<file path="src/rtl/life_grid_generation_step_unit_defines.svh">
// Assertion helpers shared by the grid step unit.
// They expect clk_i and rst_ni in the scope where they are used.
`ifndef LIFE_GRID_GENERATION_STEP_UNIT_DEFINES_SVH
`define LIFE_GRID_GENERATION_STEP_UNIT_DEFINES_SVH

// Same-cycle implication.
`define LGS_ASSERT_IMP(name, ante, cons) \
  name: assert property (@(posedge clk_i) disable iff (!rst_ni) (ante) |-> (cons)) \
    else $error("lgs: same-cycle check failed");

// Next-cycle implication.
`define LGS_ASSERT_NXT(name, ante, cons) \
  name: assert property (@(posedge clk_i) disable iff (!rst_ni) (ante) |=> (cons)) \
    else $error("lgs: next-cycle check failed");

`endif

</file>
<file path="src/rtl/lgs_pkg.sv">
package lgs_pkg;

  localparam int ACTION_W = 2;
  localparam int ROW_W    = 6;
  localparam int COL_W    = 6;
  localparam int POP_W    = 13;
  localparam logic [POP_W-1:0] POP_MAX = '1;

  typedef enum logic [ACTION_W-1:0] {
    ACT_WRITE = 2'd0,
    ACT_READ  = 2'd1,
    ACT_STEP  = 2'd2
  } action_e;

  // Neighborhood of the cell under evaluation plus its column edge flags.
  typedef struct packed {
    logic nw;
    logic n;
    logic ne;
    logic w;
    logic ctr;
    logic e;
    logic sw;
    logic s;
    logic se;
    logic at_left;
    logic at_right;
  } window_t;

endpackage

</file>
<file path="src/rtl/lgs_rule.sv">
module lgs_rule (
  input  lgs_pkg::window_t win_i,
  output logic             alive_o
);
  import lgs_pkg::*;

  logic       nw, w, sw, ne, e, se;
  logic [3:0] count;

  always_comb begin
    // Cells beyond the left or right border count as dead.
    nw = win_i.nw & ~win_i.at_left;
    w  = win_i.w  & ~win_i.at_left;
    sw = win_i.sw & ~win_i.at_left;
    ne = win_i.ne & ~win_i.at_right;
    e  = win_i.e  & ~win_i.at_right;
    se = win_i.se & ~win_i.at_right;
    count = {3'b000, nw} + {3'b000, win_i.n} + {3'b000, ne} + {3'b000, w}
          + {3'b000, e} + {3'b000, sw} + {3'b000, win_i.s} + {3'b000, se};
    alive_o = (count == 4'd3) || (win_i.ctr && (count == 4'd2));
  end

endmodule

</file>
<file path="config.mk">
export PLATFORM = sky130hd
export DESIGN_NAME = lgs_rule
export DESIGN_NICKNAME = d
export VERILOG_FILES = /design/src/rtl/life_grid_generation_step_unit_defines.svh /design/src/rtl/lgs_pkg.sv /design/src/rtl/lgs_rule.sv
export SDC_FILE = /design/constraint.sdc
export NUM_CORES = 1
export LEC_CHECK = 0
export BUFFER_PORTS_ARGS = -buffer_cell sky130_fd_sc_hd__buf_2
export CELL_PAD_IN_SITES_DETAIL_PLACEMENT = 1
export CELL_PAD_IN_SITES_GLOBAL_PLACEMENT = 1
export CORE_AREA = 4 4 41 43
export DETAILED_ROUTE_END_ITERATION = 12
export DIE_AREA = 0 0 45 47
export PLACE_DENSITY_LB_ADDON = 0.1
export SLEW_MARGIN = 20
export SYNTH_ARGS = -nofsm -noshare
export SYNTH_HDL_FRONTEND = slang
export SYNTH_SLANG_ARGS = --single-unit
</file>
<file path="constraint.sdc">
create_clock -name vclk -period 4.7
set_clock_uncertainty 0.05 [all_clocks]
set_input_delay 0.235 -clock vclk [all_inputs]
set_output_delay 0.235 -clock vclk [all_outputs]
set_load 0.01 [all_outputs]
</file>
==> metrics.txt, run 1 <==
status finished, final reports clean; hold depth 4; Post-DRT Antenna Nets 0; Area contributors post-synth fa_1, ha_1, nor2b_1; RSZ-0062 raised after global routing false; Iter 0 DRT Violations 0; leakage between 0.1 and 0.15 nW; sequential cell area 0 µm²; max_cap viols 0; Overflow after GRT 0; worst rel slew slack 87.87%; slowest CP cell fa_1; CORE AREA 0.001301 mm²; mean post-synth cell area 9.175 µm²; CP Class primary input to primary output; post-CTS sizing 0; actual slew at the worst max-slew pin ~180 ps; CP Cell Sequence buf_2, nor2b_1, fa_1, inv_1, fa_1, inv_1, fa_1, ha_1, fa_1, or2_0, a21oi_1, buf_2; final hold viol count 0; Yosys warnings 0; Unique masters post-synth 9; top cell type's share of synthesized area 41.56%; DR WL/cell approximately 10 µm; Filler cells roughly 170; gpl congestion approximately 0.65; global-route wire length before repair 779 µm; Setup violations, final 0; WP data arrival between 3000 and 4000 ps; hold buffers post-CTS 0; Buf+Inv Stages, Crit Path 4; # clk buffers 0; Tmin final 3453 ps; sequential fraction of the synthesis area 0%; initial antenna violation count 0; achievable frequency a little under 300 MHz; # diodes 0; DR vias approximately 180; vias in the first global route 198; layout cells sized above 1 between 30 and 40%; Die Y between 40 and 50 µm; max incr delay on CP between 500 and 600 ps; Via density approximately 3.7; crit share post-route 73.47%; Hold Crit Endpoint alive_o; Post-Route WL 483 µm; postcts setup bufs 0; placed insts 48; worst path required time 4410 ps; Layout area overhead 40.91%; worst vdd ir 0.05669 mV; Initial Util between 10% and 20%; Gate Count Post-Synth 21; area leader, netlist fa_1; Slew Viols, Final 0; FP Rows 13; commonest non-fill, non-tap cell in the layout buf_2; Hold Path Class primary input to primary output; pwr dens 146.2 mW/mm²; syn_nets 39; overall power ~0.040 mW; crit-path most repeated cell fa_1; DR pass1 iterations 1; die width ~45 µm; I/O Buffers 12; # IOs 12; Hold WS 812.8 ps; area of the multi-input gates 181.4 µm²; Layout Nets 53; fin cells between 40 and 50; TNS Setup 0 ps; Netlist Area Pre-Place 192.7 µm²; DP HPWL 444.1 µm; crit end category primary output; Total GRT Usage 4.818%; sequential cells 0; commonest non-fill, non-tap cells in the layout buf_2, nor2b_1, fa_1; DRC violations left 0; critical path startpoint category primary input; Min-Delay Startpoint win_i[6]; worst-path fanout max 2; critical path's top delay family adder cells; area of the die between 0.002 and 0.0025 mm²; largest net degree at the start of global routing 4
==> cells by family after synthesis <==
group	Yosys count	synth area share, %
and+or+nand+nor	8	25.32
buffers and inverters	3	5.844
AOI/OAI and AO/OA	3	7.790
adders and majority gates	7	61.04
==> worst max-delay path by stage <==
stage / start / end / slack [ps] / cells after the start
global placement: win_i[7] / alive_o / 1260 / 12
floorplan: win_i[7] / alive_o / 1460 / 10
CTS: win_i[7] / alive_o / 1220 / 12
global route: win_i[7] / alive_o / 1090 / 12
detailed placement: win_i[7] / alive_o / 1220 / 12
finish: win_i[7] / alive_o / 1250 / 12
==> area by class of cell <==
type	count	share of cell area, %
inverters	3	4.147
multi-input cells	18	66.82
well taps	15	6.912
repair buffers	12	22.12
==> synthesized netlist by cell type <==
| master | n |
|---|---|
| a21oi_1 | 2 |
| fa_1 | 4 |
| ha_1 | 3 |
| inv_1 | 3 |
| nand2b_1 | 2 |
| nand3_1 | 1 |
| nor2b_1 | 4 |
| o21ai_0 | 1 |
| or2_0 | 1 |
==> per-stage QoR <==
stage | cell area (µm²) | worst slack, ps | util, %
CTS | 271.5 | 1215 | 20.87
floorplan | 192.7 | 1462 | -
finish | 271.5 | 1247 | 20.87
detailed placement | 271.5 | 1218 | 20.87
global route | 271.5 | 1088 | 20.87
global placement | 271.5 | 1256 | 20.87
==> per-layer routing <==
layer / GRT usage, % / part of all wire [%] / vias to the layer above
met2: 10.17 / 58 / 4
met1: 5.455 / 36 / 81
met5: 0 / 0 / -
met4: 0 / 0 / 0
li1: - / - / 91
met3: 0.3831 / 5.6 / 0
==> worst min-delay path, stage by stage <==
cell and delay [ps]:
buf_2 70, o21ai_0 70, a21oi_1 110, buf_2 130
==> power breakdown <==
part           switching [mW]  total (mW)  internal [mW]
Sequential                  0           0              0
Combinational          0.0206      0.0397         0.0191
Clock                       0           0              0
No activity file was read; power rests on OpenSTA's default activity.
==> run 2, diff against run 1 <==
- ABC_AREA: not set -> 1
- clock period: 4.7 -> 2.9 ns (I/O delays scaled with it)
==> run 2 against run 1 <==
The run now ends with setup timing left. Combinational power increased by 100%. Hold slack worse by 160 ps. Die area unchanged. Sequential share of layout area did not move. Core utilization up 3.5 points. Synthesized cell count up 48%. Design area up 17%. Global-route usage up 1.1 points. First-iteration DRC count is the same. Flip-flop and latch count unchanged. Area after synthesis grew 9.7%.
==> metrics.txt, run 2 <==
sequential fraction of the synthesis area 0%; worst vdd ir 0.1010 mV; initial antenna violation count 0; Setup crit end alive_o; fin cells 60; Filler cells roughly 170; hold buffers post-CTS 0; DRC violations left 0; syn_nets approximately 50; final worst setup slack -95.61 ps; routing usage on met3 0%; # clk buffers 0; DR pass1 iterations 1; grt peak-use layer met2; Area contributors post-synth fa_1, inv_1, ha_1; achievable frequency approximately 330 MHz; die width between 40 and 50 µm; final core occ around a quarter; worst path required time between 2000 and 3000 ps; actual slew at the worst max-slew pin about 160 ps; crit end category primary output; synth cell count leaders inv_1, nand2_1, fa_1, nor2_1, ha_1; met1 Use GR around 7.5%; Gate Count Post-Synth 31; Tmin final 2996 ps; placed insts 59; area of the die between 0.002 and 0.0025 mm²; Netlist Area Pre-Place between 200 and 250 µm²; Unique masters post-synth 7; Setup violations, final 1; CORE AREA approximately 0.0013 mm²; Via density approximately 3.7; Die Y around 47 µm; sequential cells 0; Hold Path Class primary input to primary output; overall power 0.08111 mW; final hold viol count 0; Overflow after GRT 0; CP Class primary input to primary output; Post-Route WL about 530 µm; failing checks setup timing; Final Cell Area 316.6 µm²; Post-DRT Antenna Nets 0; FP Rows 13; vias in the first global route between 200 and 250; layout cells sized above 1 ~40%; hold depth 6; critical path startpoint category primary input; DP HPWL approximately 500 µm; status complete, but fails checks; TNS Setup -95.61 ps; DP Area between 300 and 400 µm²; I/O Buffers 12; pwr dens roughly 260 mW/mm²; area leader, netlist fa_1; commonest non-fill, non-tap cell in the layout buf_2; Layout Nets 65; sequential cell area 0 µm²; Hold WS roughly 660 ps; Iter 0 DRT Violations 0; crit share post-route 103.3%; mean post-synth cell area around 7 µm²; most common cell in the synthesized netlist inv_1; worst rel slew slack approximately nine tenths; leakage between 0.15 and 0.2 nW; largest net degree at the start of global routing 3; RSZ-0062 raised after global routing true; Initial Util approximately 16%; # diodes 0; CP Launch Point win_i[7]; WP data arrival 2800 ps; DR WL/cell slightly below 9 µm; gpl congestion between 0.6 and 0.7; max_cap viols 0; # IOs 12; global-route wire length before repair around 970 µm; Yosys warnings 0; commonest non-fill, non-tap cells in the layout buf_2, inv_1, nand2_1; Total GRT Usage 5.934%; top cell type's share of synthesized area a little under two fifths; GR Layer Usage met2 11.86%; pre-CTS WS -288.0 ps; DR vias roughly 220; worst-path fanout max 2; Layout area overhead 49.70%; Slew Viols, Final 0
## run 2: per-layer routing
metal	vias to the layer above	wire (µm)
li1	115	-
met1	105	190
met2	4	311
met3	0	24
met4	0	0
met5	-	0
## run 2: cell type report
type                            instances  area [µm²]  share of cell area (%)
Inverter                               12       45.04                   14.23
Multi-Input combinational cell         19       177.7                   56.13
Timing Repair Buffer                   14       75.07                   23.72
Tap cell                               15       18.77                   5.929
## run 2: timing repair
action                                  CTS  global route
setup buffers                             1             0
hold endpoints to repair                  0             0
pin swaps                                 4             0
endpoints found under the setup margin    1             1
resized for setup                         1             2
## run 2: critical path, cell delays in order
cell     delay (ps)
buf_2           100
inv_1            40
nor2_1           40
fa_1            470
inv_1            50
fa_1            490
inv_2            40
fa_1            440
ha_2            200
fa_1            490
nand3_2          70
a21oi_2         100
buf_2           130
## run 2: kinds of logic (layout without fill, tap and decap cells)
family / after synthesis / in the layout / synth area share (%)
buf+inv: 12 / 26 / 21.30
simple gates: 11 / 11 / 20.71
fa+ha+maj: 7 / 7 / 55.62
compound gates: 1 / 1 / 2.365
## run 2: worst min path at each step
stage / startpoint / end / slack (ps)
after floorplan: win_i[6] / alive_o / 420
after global placement: win_i[6] / alive_o / 660
after detailed placement: win_i[6] / alive_o / 660
after CTS: win_i[6] / alive_o / 680
after global routing: win_i[6] / alive_o / 700
final: win_i[6] / alive_o / 660
## run 2: power by group
| group | internal [mW] | switching (mW) |
|---|---|---|
| clock | 0 | 0 |
| combinational | 0.0393 | 0.0418 |
| sequential | 0 | 0 |
